### src/hdl/asrm_pkg.sv
// Shared types, constants and trig tables for the annular sector row mask.
package asrm_pkg;

	localparam int MAX_WIDTH_DEF = 64;
	localparam logic [15:0] POST_HEIGHT_RST = 16'd256;
	localparam logic [6:0] GRID_WIDTH_RST = 7'd64;
	localparam int CFG_DATA_W = 16;
	localparam logic CFG_POST_HEIGHT = 1'b0;
	localparam logic CFG_GRID_WIDTH = 1'b1;

	// Q16 cotangent of 1 degree is below 2^22
	localparam int COT_W = 22;
	localparam int DIV_STEPS = COT_W;
	localparam logic [23:0] RADIUS_CAP = 24'hFFFFFF;

	localparam logic [63:0] COS_ONE_DEG = 64'd1073578288;
	localparam logic [63:0] SIN_ONE_DEG = 64'd18739379;
	localparam logic [63:0] Q30_ONE = 64'd1073741824;
	localparam logic [63:0] Q30_HALF = 64'd536870912;

	typedef logic [30:0] q30_t;
	typedef q30_t [0:45] q30_tab_t;

	// Rotate by one degree per step, rounded to Q30
	function automatic q30_tab_t gen_table(input bit want_sin);
		logic [63:0] c;
		logic [63:0] s;
		logic [63:0] cn;
		logic [63:0] sn;
		q30_tab_t tab;
		c = Q30_ONE;
		s = '0;
		for (int k = 0; k <= 45; k++) begin
			tab[k] = want_sin ? s[30:0] : c[30:0];
			cn = (c * COS_ONE_DEG - s * SIN_ONE_DEG + Q30_HALF) >> 30;
			sn = (s * COS_ONE_DEG + c * SIN_ONE_DEG + Q30_HALF) >> 30;
			c = cn;
			s = sn;
		end
		return tab;
	endfunction

	localparam q30_tab_t COS_TAB = gen_table(1'b0);
	localparam q30_tab_t SIN_TAB = gen_table(1'b1);

	// Division operands, in order
	typedef enum logic [1:0] {
		OP_ELEV_OUT,
		OP_ELEV_IN,
		OP_AZ_RIGHT,
		OP_AZ_LEFT
	} div_op_t;

	typedef enum logic [2:0] {
		R_MUL_OUT,
		R_SCALE_OUT,
		R_SQ_OUT,
		R_MUL_IN,
		R_SCALE_IN,
		R_SQ_IN
	} rad_op_t;

	typedef struct packed {
		logic load;
		logic div_init;
		logic div_step;
		logic div_store;
		div_op_t op;
		logic rad_en;
		rad_op_t rad_op;
		logic capture;
	} cmd_t;

	typedef struct packed {
		logic n_zero;
		logic last;
	} sts_t;

endpackage

### src/hdl/asrm_if.sv
// Word channels for the annular sector row mask.
interface asrm_in_if;
	logic valid;
	logic ready;
	logic [7:0] first_azimuth;
	logic [6:0] first_elevation;
	logic [7:0] second_azimuth;
	logic [6:0] second_elevation;
	logic [7:0] row_number;
	modport source(output valid, first_azimuth, first_elevation, second_azimuth,
		second_elevation, row_number, input ready);
	modport sink(input valid, first_azimuth, first_elevation, second_azimuth,
		second_elevation, row_number, output ready);
endinterface

interface asrm_out_if;
	logic valid;
	logic ready;
	logic [5:0] column;
	logic inside_res;
	logic last_column;
	modport source(output valid, column, inside_res, last_column, input ready);
	modport sink(input valid, column, inside_res, last_column, output ready);
endinterface

### src/hdl/asrm_ctrl.sv
// Sequencer for the annular sector row mask.
module asrm_ctrl (
	input logic clk,
	input logic arst_n,
	input logic in_valid,
	output logic in_ready,
	output logic out_valid,
	input logic out_ready,
	input asrm_pkg::sts_t sts,
	output asrm_pkg::cmd_t cmd
);
	import asrm_pkg::*;

	typedef enum logic [2:0] {
		S_IDLE,
		S_DIV_INIT,
		S_DIV_RUN,
		S_DIV_STORE,
		S_RADIUS,
		S_EMIT
	} state_t;

	state_t state_q;
	div_op_t op_q;
	rad_op_t rad_q;
	logic [4:0] it_q;

	assign in_ready = (state_q == S_IDLE);
	assign out_valid = (state_q == S_EMIT);

	always_comb begin
		cmd = '0;
		cmd.op = op_q;
		cmd.rad_op = rad_q;
		case (state_q)
			S_IDLE: cmd.load = in_valid;
			S_DIV_INIT: cmd.div_init = 1'b1;
			S_DIV_RUN: cmd.div_step = 1'b1;
			S_DIV_STORE: cmd.div_store = 1'b1;
			S_RADIUS: begin
				cmd.rad_en = 1'b1;
				cmd.capture = (rad_q == R_SQ_IN) && !sts.n_zero;
			end
			S_EMIT: cmd.capture = out_ready && !sts.last;
			default: cmd = '0;
		endcase
	end

	always_ff @(posedge clk or negedge arst_n) begin
		if (!arst_n) begin
			state_q <= S_IDLE;
			op_q <= OP_ELEV_OUT;
			rad_q <= R_MUL_OUT;
			it_q <= '0;
		end else begin
			case (state_q)
				S_IDLE: if (in_valid) begin
					op_q <= OP_ELEV_OUT;
					state_q <= S_DIV_INIT;
				end
				S_DIV_INIT: begin
					it_q <= '0;
					state_q <= S_DIV_RUN;
				end
				S_DIV_RUN: begin
					it_q <= it_q + 5'd1;
					if (it_q == 5'(DIV_STEPS - 1)) state_q <= S_DIV_STORE;
				end
				S_DIV_STORE: begin
					if (op_q == OP_AZ_LEFT) begin
						rad_q <= R_MUL_OUT;
						state_q <= S_RADIUS;
					end else begin
						op_q <= div_op_t'(op_q + 2'd1);
						state_q <= S_DIV_INIT;
					end
				end
				S_RADIUS: begin
					case (rad_q)
						R_MUL_OUT: rad_q <= R_SCALE_OUT;
						R_SCALE_OUT: rad_q <= R_SQ_OUT;
						R_SQ_OUT: rad_q <= R_MUL_IN;
						R_MUL_IN: rad_q <= R_SCALE_IN;
						R_SCALE_IN: rad_q <= R_SQ_IN;
						default: state_q <= sts.n_zero ? S_IDLE : S_EMIT;
					endcase
				end
				S_EMIT: if (out_ready && sts.last) state_q <= S_IDLE;
				default: state_q <= S_IDLE;
			endcase
		end
	end
endmodule

### src/hdl/asrm_dpath.sv
// Datapath: config registers, cotangent divider, radius math, column test.
module asrm_dpath #(
	parameter int MAX_WIDTH = asrm_pkg::MAX_WIDTH_DEF
) (
	input logic clk,
	input logic arst_n,
	input logic cfg_we,
	input logic cfg_index,
	input logic [asrm_pkg::CFG_DATA_W-1:0] cfg_data,
	input logic [7:0] first_azimuth,
	input logic [6:0] first_elevation,
	input logic [7:0] second_azimuth,
	input logic [6:0] second_elevation,
	input logic [7:0] row_number,
	input asrm_pkg::cmd_t cmd,
	output asrm_pkg::sts_t sts,
	output logic [5:0] column,
	output logic inside_res,
	output logic last_column
);
	import asrm_pkg::*;

	localparam int XW = $clog2(MAX_WIDTH);
	localparam int NW = $clog2(MAX_WIDTH + 1);

	logic [15:0] ph_q;
	logic [6:0] gw_q;
	logic [6:0] e_out_q, e_in_q;
	logic [7:0] a_r_q, a_l_q;
	logic [NW-1:0] n_q;
	logic signed [9:0] y_q;
	logic [XW-1:0] x_q;
	logic [COT_W-1:0] cot_out_q, cot_in_q, cot_r_q, cot_l_q;
	logic [30:0] sv_q;
	logic [31:0] rem_q;
	logic [COT_W-1:0] dq_q;
	logic [37:0] p_q;
	logic [23:0] r_q;
	logic [47:0] ro2_q, ri2_q;
	logic [16:0] ysq_q;

	// clamp and order the corners
	logic [7:0] a1, a2;
	logic [6:0] e1, e2;
	logic [NW-1:0] n_eff;
	always_comb begin
		a1 = (first_azimuth == 8'd0) ? 8'd1 : (first_azimuth > 8'd179) ? 8'd179 : first_azimuth;
		a2 = (second_azimuth == 8'd0) ? 8'd1 : (second_azimuth > 8'd179) ? 8'd179 : second_azimuth;
		e1 = (first_elevation == 7'd0) ? 7'd1 : (first_elevation > 7'd89) ? 7'd89 : first_elevation;
		e2 = (second_elevation == 7'd0) ? 7'd1 : (second_elevation > 7'd89) ? 7'd89 : second_elevation;
		n_eff = (gw_q > 7'(MAX_WIDTH)) ? NW'(MAX_WIDTH) : NW'(gw_q);
	end

	// divider operand: angle folded to 1..90, table lookup
	logic [7:0] a_sel;
	logic [6:0] k;
	logic [5:0] tidx;
	logic [30:0] cv, sv;
	logic [46:0] dividend;
	always_comb begin
		a_sel = (cmd.op == OP_AZ_RIGHT) ? a_r_q : a_l_q;
		case (cmd.op)
			OP_ELEV_OUT: k = e_out_q;
			OP_ELEV_IN: k = e_in_q;
			default: k = (a_sel < 8'd90) ? a_sel[6:0] : 7'(8'd180 - a_sel);
		endcase
		tidx = (k <= 7'd45) ? k[5:0] : 6'(7'd90 - k);
		cv = (k <= 7'd45) ? COS_TAB[tidx] : SIN_TAB[tidx];
		sv = (k <= 7'd45) ? SIN_TAB[tidx] : COS_TAB[tidx];
		dividend = {cv, 16'b0} + 47'(sv >> 1);
	end

	logic [31:0] trial;
	logic ge;
	assign trial = {rem_q[30:0], dq_q[COT_W-1]};
	assign ge = trial >= {1'b0, sv_q};

	// radius scale by ten with rounding, then saturate
	logic [42:0] scaled;
	logic [23:0] r_sat;
	logic [15:0] cot_mul_ph;
	always_comb begin
		scaled = {2'b0, p_q, 3'b0} + {4'b0, p_q, 1'b0} + 43'd32768;
		r_sat = (|scaled[42:40]) ? RADIUS_CAP : scaled[39:16];
		cot_mul_ph = ph_q;
	end

	// column test
	logic signed [22:0] right_s, left_s;
	logic [16:0] xsq;
	logic [32:0] d2;
	logic signed [31:0] yq, xr, xl;
	logic [NW:0] x_inc;
	always_comb begin
		right_s = (a_r_q > 8'd90) ? -$signed({1'b0, cot_r_q}) : $signed({1'b0, cot_r_q});
		left_s = (a_l_q > 8'd90) ? -$signed({1'b0, cot_l_q}) : $signed({1'b0, cot_l_q});
		xsq = 17'(x_q * x_q);
		d2 = {xsq + ysq_q, 16'b0};
		yq = $signed({{6{y_q[9]}}, y_q, 16'b0});
		xr = 32'($signed({1'b0, x_q})) * 32'(right_s);
		xl = 32'($signed({1'b0, x_q})) * 32'(left_s);
		x_inc = (NW+1)'(x_q) + (NW+1)'(1);
	end

	assign sts.n_zero = (n_q == '0);
	assign sts.last = last_column;

	always_ff @(posedge clk or negedge arst_n) begin
		if (!arst_n) begin
			ph_q <= POST_HEIGHT_RST;
			gw_q <= GRID_WIDTH_RST;
		end else if (cfg_we) begin
			if (cfg_index == CFG_POST_HEIGHT) ph_q <= cfg_data;
			else gw_q <= cfg_data[6:0];
		end
	end

	always_ff @(posedge clk) begin
		if (cmd.load) begin
			e_out_q <= (e1 < e2) ? e1 : e2;
			e_in_q <= (e1 < e2) ? e2 : e1;
			a_r_q <= (a1 < a2) ? a1 : a2;
			a_l_q <= (a1 < a2) ? a2 : a1;
			n_q <= n_eff;
			y_q <= $signed({2'b0, row_number}) - $signed(10'(n_eff));
			x_q <= '0;
		end
		if (cmd.div_init) begin
			sv_q <= sv;
			rem_q <= 32'(dividend[46:COT_W]);
			dq_q <= dividend[COT_W-1:0];
		end
		if (cmd.div_step) begin
			rem_q <= ge ? trial - {1'b0, sv_q} : trial;
			dq_q <= {dq_q[COT_W-2:0], ge};
		end
		if (cmd.div_store) begin
			case (cmd.op)
				OP_ELEV_OUT: cot_out_q <= dq_q;
				OP_ELEV_IN: cot_in_q <= dq_q;
				OP_AZ_RIGHT: cot_r_q <= dq_q;
				default: cot_l_q <= dq_q;
			endcase
		end
		if (cmd.rad_en) begin
			case (cmd.rad_op)
				R_MUL_OUT: begin
					p_q <= cot_mul_ph * cot_out_q;
					ysq_q <= 17'(y_q * y_q);
				end
				R_MUL_IN: p_q <= cot_mul_ph * cot_in_q;
				R_SCALE_OUT, R_SCALE_IN: r_q <= r_sat;
				R_SQ_OUT: ro2_q <= r_q * r_q;
				default: ri2_q <= r_q * r_q;
			endcase
		end
		if (cmd.capture) begin
			column <= 6'(x_q);
			inside_res <= ({15'b0, d2} < ro2_q) && ({15'b0, d2} > ri2_q) &&
				(yq < xr) && (yq > xl);
			last_column <= (x_inc == (NW+1)'(n_q));
			x_q <= XW'(x_inc);
		end
	end
endmodule

### src/hdl/annular_sector_row_mask.sv
// Top level of the annular sector row mask: sequencer plus datapath.
//
//  channel  dir  handshake      word
//  in_ch    in   valid/ready    two azimuth/elevation corners, row_number
//  out_ch   out  valid/ready    column, inside_res, last_column
//  cfg      in   cfg_we         cfg_index 0 post_height, 1 grid_width
//
// Setup per row: four cotangent divisions on one shared
// restoring divider (one quotient bit a cycle), then six radius steps.
// Then one word per column, held in the output register until taken;
// a stalled sink just holds it. The next row is taken only after the last
// column word leaves. Reset gives post_height 256, width 64.
module annular_sector_row_mask #(
	parameter int MAX_WIDTH = asrm_pkg::MAX_WIDTH_DEF
) (
	input logic clk,
	input logic arst_n,
	asrm_in_if.sink in_ch,
	asrm_out_if.source out_ch,
	input logic cfg_we,
	input logic cfg_index,
	input logic [asrm_pkg::CFG_DATA_W-1:0] cfg_data
);
	import asrm_pkg::*;

	cmd_t cmd;
	sts_t sts;

	// sequencer: accepts a row only when idle
	asrm_ctrl u_ctrl (
		.clk(clk),
		.arst_n(arst_n),
		.in_valid(in_ch.valid),
		.in_ready(in_ch.ready),
		.out_valid(out_ch.valid),
		.out_ready(out_ch.ready),
		.sts(sts),
		.cmd(cmd)
	);

	// arithmetic and the output word register
	asrm_dpath #(
		.MAX_WIDTH(MAX_WIDTH)
	) u_dpath (
		.clk(clk),
		.arst_n(arst_n),
		.cfg_we(cfg_we),
		.cfg_index(cfg_index),
		.cfg_data(cfg_data),
		.first_azimuth(in_ch.first_azimuth),
		.first_elevation(in_ch.first_elevation),
		.second_azimuth(in_ch.second_azimuth),
		.second_elevation(in_ch.second_elevation),
		.row_number(in_ch.row_number),
		.cmd(cmd),
		.sts(sts),
		.column(out_ch.column),
		.inside_res(out_ch.inside_res),
		.last_column(out_ch.last_column)
	);
endmodule

### src/flat_wrapper.sv
// flat-port wrapper written by rule: the top's interface ports become plain ports
module annular_sector_row_mask_flat import asrm_pkg::*;
#(
	parameter int MAX_WIDTH = asrm_pkg::MAX_WIDTH_DEF
)
  (clk, arst_n, cfg_we, cfg_index, cfg_data, in_ch_valid, in_ch_first_azimuth, in_ch_first_elevation, in_ch_second_azimuth, in_ch_second_elevation, in_ch_row_number, in_ch_ready, out_ch_valid, out_ch_column, out_ch_inside_res, out_ch_last_column, out_ch_ready);
  asrm_in_if in_ch_i ();
  asrm_out_if out_ch_i ();
  input logic clk;
  input logic arst_n;
  input logic cfg_we;
  input logic cfg_index;
  input logic [asrm_pkg::CFG_DATA_W-1:0] cfg_data;
  input wire logic [$bits(in_ch_i.valid)-1:0] in_ch_valid;
  input wire logic [$bits(in_ch_i.first_azimuth)-1:0] in_ch_first_azimuth;
  input wire logic [$bits(in_ch_i.first_elevation)-1:0] in_ch_first_elevation;
  input wire logic [$bits(in_ch_i.second_azimuth)-1:0] in_ch_second_azimuth;
  input wire logic [$bits(in_ch_i.second_elevation)-1:0] in_ch_second_elevation;
  input wire logic [$bits(in_ch_i.row_number)-1:0] in_ch_row_number;
  output wire logic [$bits(in_ch_i.ready)-1:0] in_ch_ready;
  output wire logic [$bits(out_ch_i.valid)-1:0] out_ch_valid;
  output wire logic [$bits(out_ch_i.column)-1:0] out_ch_column;
  output wire logic [$bits(out_ch_i.inside_res)-1:0] out_ch_inside_res;
  output wire logic [$bits(out_ch_i.last_column)-1:0] out_ch_last_column;
  input wire logic [$bits(out_ch_i.ready)-1:0] out_ch_ready;
  assign in_ch_i.valid = in_ch_valid;
  assign in_ch_i.first_azimuth = in_ch_first_azimuth;
  assign in_ch_i.first_elevation = in_ch_first_elevation;
  assign in_ch_i.second_azimuth = in_ch_second_azimuth;
  assign in_ch_i.second_elevation = in_ch_second_elevation;
  assign in_ch_i.row_number = in_ch_row_number;
  assign in_ch_ready = in_ch_i.ready;
  assign out_ch_valid = out_ch_i.valid;
  assign out_ch_column = out_ch_i.column;
  assign out_ch_inside_res = out_ch_i.inside_res;
  assign out_ch_last_column = out_ch_i.last_column;
  assign out_ch_i.ready = out_ch_ready;
  annular_sector_row_mask #(.MAX_WIDTH(MAX_WIDTH)) u_core (.clk(clk), .arst_n(arst_n), .in_ch(in_ch_i), .out_ch(out_ch_i), .cfg_we(cfg_we), .cfg_index(cfg_index), .cfg_data(cfg_data));
endmodule
### config.mk
export PLATFORM = sky130hd
export DESIGN_NAME = annular_sector_row_mask_flat
export DESIGN_NICKNAME = d
export VERILOG_FILES = /design/src/hdl/asrm_pkg.sv /design/src/hdl/asrm_if.sv /design/src/hdl/asrm_ctrl.sv /design/src/hdl/asrm_dpath.sv /design/src/hdl/annular_sector_row_mask.sv /design/src/flat_wrapper.sv
export SDC_FILE = /design/constraint.sdc
export NUM_CORES = 2
export LEC_CHECK = 0
export ABC_CLOCK_PERIOD_IN_PS = 18900
export BUFFER_PORTS_ARGS = -buffer_cell sky130_fd_sc_hd__buf_2
export CAP_MARGIN = 0
export CORE_MARGIN = 1
export CORE_UTILIZATION = 65
export CTS_CLUSTER_SIZE = 24
export DETAILED_ROUTE_END_ITERATION = 10
export PLACE_DENSITY = 0.91
export RECOVER_POWER = 100
export SLEW_MARGIN = 25
export SYNTH_ARGS = -nofsm -noshare
export SYNTH_HDL_FRONTEND = slang
export SYNTH_HIERARCHICAL = 1
export SYNTH_SLANG_ARGS = --single-unit
### constraint.sdc
create_clock -name clk -period 18.9 [get_ports clk]
set_input_delay 3.78 -clock clk [delete_from_list [all_inputs] [get_ports clk]]
set_output_delay 3.78 -clock clk [all_outputs]
set_load 0.05 [all_outputs]
==> impl_metrics.csv <==
group,metric,value,unit
route,viasPerCell,6.361,
synthesis,synth_top_area_cell,"fa_1",
synthesis,synth_ff_type,"edfxtp_1",
layout,multi_input_area,58800,sq um
synthesis,async_reset_ff_frac,0.08182,
worst_setup_path,path_common_cell,"a21oi_1",
timing,report.final.slew_viol_count,891,
layout,final_nets,10450,
floorplanning,die_y,350.7,um
synthesis,synth.area.top_cells,"fa_1 (31%), edfxtp_1 (15%), ha_1 (13%), inv_1 (7.4%), nand2_1 (4.4%)",
timing,finalCritPeriodShare,0.7076,
synthesis,netlist.area_leader.share,0.3147,
synthesis,synth_most_common_cell,"inv_1",
clock_network,worst_skew_pair.late_latency,700,ps
worst_setup_path,cpPeakStageDelay,1840,ps
synthesis,yosys_warnings,6,
grt,grt_pass1_wl,362000,um
min_path,min_path_type,"flip-flop to flip-flop",
worst_setup_path,crit_arrival,13680,ps
synthesis,syn_area,79020,sq um
synthesis,seq_area_frac_synth,0.1650,
route,vias,63680,
worst_setup_path,worstSetupStartpointType,"flip-flop",
placed_design,dpl.hpwl,171800,um
clock_network,cts.clk_slew.worst_paths,70,ps
synthesis,syn_avg_cell_area,9.324,sq um
floorplanning,rows,127,
worst_setup_path,ff2ff_path_depth,37,
timing,fin_crit,13370,ps
clock_network,postCtsResizedCells,0,
floorplanning,initial_core_util,0.6569,
synthesis,synth-edff-count,404,
timing,hold_viol_final,0,
clock_network,clk_path_buf_depth,3,
clock_network,hold_buffers,0,
clock_network,cts_buffers,50,
placed_design,gp_routability_congestion,1.051,
clock_network,clock_sinks,440,
timing,relSlewSlack,-1.058,
synthesis,yosys.cell_types.count,118,
layout,stdcell_count,10010,
layout,fill_cells,8219,
route,post_drt_wl_per_cell,22.97,um
floorplanning,die_w,350.7,um
outcome,status,"complete, but fails checks",
clock_network,cts_tree,"yes",
layout,syn_to_final_growth,4.340,%
worst_setup_path,end_kind,"flip-flop",
layout,layout-drive-gt1-share,0.04086,
clock_network,cts-root-buf,"clkbuf_16",
timing,max_freq,0.07477,GHz
grt,grt_usage,0.3791,
placed_design,port_buffers,69,
timing,holdWs,501.2,ps
route,firstDrtPassIters,6,
layout,seqCellArea,13040,sq um
floorplanning,die_area,123000,sq um
route,wirelength,230000,um
grt,grt_overflow,0,
floorplanning,pin_count,70,
route,ant_nets,0,
min_path,worstHoldPathCells,1,
worst_setup_path,crit_required,19210,ps
grt,grt_max_degree,69,
placed_design,numPlacedInstances,9911,
route,drc,0,
synthesis,synth_cells,8475,
floorplanning,core_area,120300,sq um
outcome,violations,"capacitance limit, slew limit",
timing,skew,42.76,ps
synthesis,synthesis.nets,10570,
clock_network,post_cts_buffers,0,
worst_setup_path,crit_slowest_cell,"clkbuf_1",
timing,worstMarginPinSlew,3086,ps
run,cap_violations,22,
worst_setup_path,crit_path_max_fanout,49,
timing,setup_tns,0,ps
worst_setup_path,worstSetupPathType,"flip-flop to flip-flop",
synthesis,synth_top_cells_by_count,"inv_1 (1,565), fa_1 (1,242), nand2_1 (928), ha_1 (794), and2_1 (458)",
grt,antenna_found_initial,12,
timing,rsz0062_at_grt,"false",
grt,grt_pass1_vias,68110,
synthesis,ys_ff_latch,440,
route,drtIter0Drc,7073,
clock_network,cts_max_level,2,
timing,setup_viol,0,
[registers in the layout, indices dropped and copies added, names as in the netlist, 24 cells and up]
register / flops
u_core/u_dpath/p_q: 38
u_core/u_dpath/ro2_q: 47
u_core/u_dpath/r_q: 24
u_core/u_dpath/sv_q: 31
u_core/u_dpath/ri2_q: 47
u_core/u_dpath/rem_q: 31
[layout make-up]
cell class,instances,share of cell area
tap,1612,0.02446
clock buffer,53,0.01531
timing repair buffer,163,0.01150
clock inverter,40,0.005812
inverter,1571,0.07155
multi-input combinational,6128,0.7131
sequential,440,0.1581
antenna,4,0.0001214
[cell families after synthesis]
kind of cell,after synthesis,share of synthesized area
simple gates,2451,0.1516
fa+ha+maj,2039,0.4408
buf+inv,1907,0.09173
compound gates,1201,0.09950
flops,440,0.1650
xor+xnor,311,0.03447
mux,125,0.01690
other cells,1,0.00004746
[worst paths after layout]
path | from | to | slack [ps]
max | u_core/u_ctrl/state_q[2]$_DFFE_PN0P_ | u_core/u_dpath/rem_q[16]$_DFFE_PP_ | 5530
min | u_core/u_dpath/gw_q[0]$_DFFE_PN0P_ | u_core/u_dpath/gw_q[0]$_DFFE_PN0P_ | 500
max reg2reg | u_core/u_ctrl/state_q[2]$_DFFE_PN0P_ | u_core/u_dpath/rem_q[16]$_DFFE_PP_ | 5530
min reg2reg | u_core/u_dpath/gw_q[0]$_DFFE_PN0P_ | u_core/u_dpath/gw_q[0]$_DFFE_PN0P_ | 500
max in group asynchronous | arst_n | u_core/u_dpath/cot_mul_ph[2]$_DFFE_PN0P_ | 13390
min in group asynchronous | arst_n | u_core/u_dpath/cot_mul_ph[14]$_DFFE_PN0P_ | 3950
[worst max-delay path: cells and delay by family (launching register included)]
| kind | cells | cell delay [ps] |
|---|---|---|
| AOI/OAI and AO/OA | 18 | 3680 |
| and+or+nand+nor | 8 | 3130 |
| adders and majority gates | 5 | 2830 |
| buffers and inverters | 2 | 1940 |
| muxes | 3 | 600 |
| DFF | 1 | 510 |
| xor gates and xnor gates | 1 | 190 |
[metrics by stage]
step | util | setup WS (ps) | instance area, sq um
2_1_floorplan | - | 10110 | 79020
3_3_place_gp | 0.6716 | 8466 | 80790
3_5_place_dp | 0.6716 | 8274 | 80790
4_1_cts | 0.6861 | 8185 | 82530
5_1_grt | 0.6854 | 4824 | 82440
6_report | 0.6854 | 5526 | 82450
[routing by layer]
layer	wire [um]	vias to the layer above	GRT usage
li1	-	27010	-
met1	81290	31400	0.4631
met2	107500	4148	0.6167
met3	25900	1117	0.08695
met4	15180	8	0.2217
met5	50	-	0
[cell usage in the layout (no fill, tap or decap), types with 31 or more instances in the layout]
cell       Yosys  final
ha_1         794    794
and3_1        31     31
nand3_1      100    100
mux2i_1       63     62
and2_1       458    444
inv_1       1565   1566
o31ai_1       36     36
o21a_1        33     32
o21ai_0      231    230
nor3_1        98     97
nand4_1       32     32
a211oi_1      35     35
a21o_1       108    108
buf_4          7     67
mux2_2        59     54
fa_1        1242   1242
dfrtp_1       34     34
clkbuf_1     285     44
nand2_1      928    928
nand2b_1      89     90
o211ai_1      41     41
nor2b_1      164    165
buf_2         25     53
a31oi_1       57     56
xnor2_1      185    185
edfxtp_1     404    404
or3_1         32     32
o21bai_1      51     51
clkbuf_16      0     50
nor2_1       390    387
a21oi_1      359    357
xor2_1       126    126
Power is not shown: default switching activity piles up to over one toggle a cycle in this logic, so the estimate is an artifact.
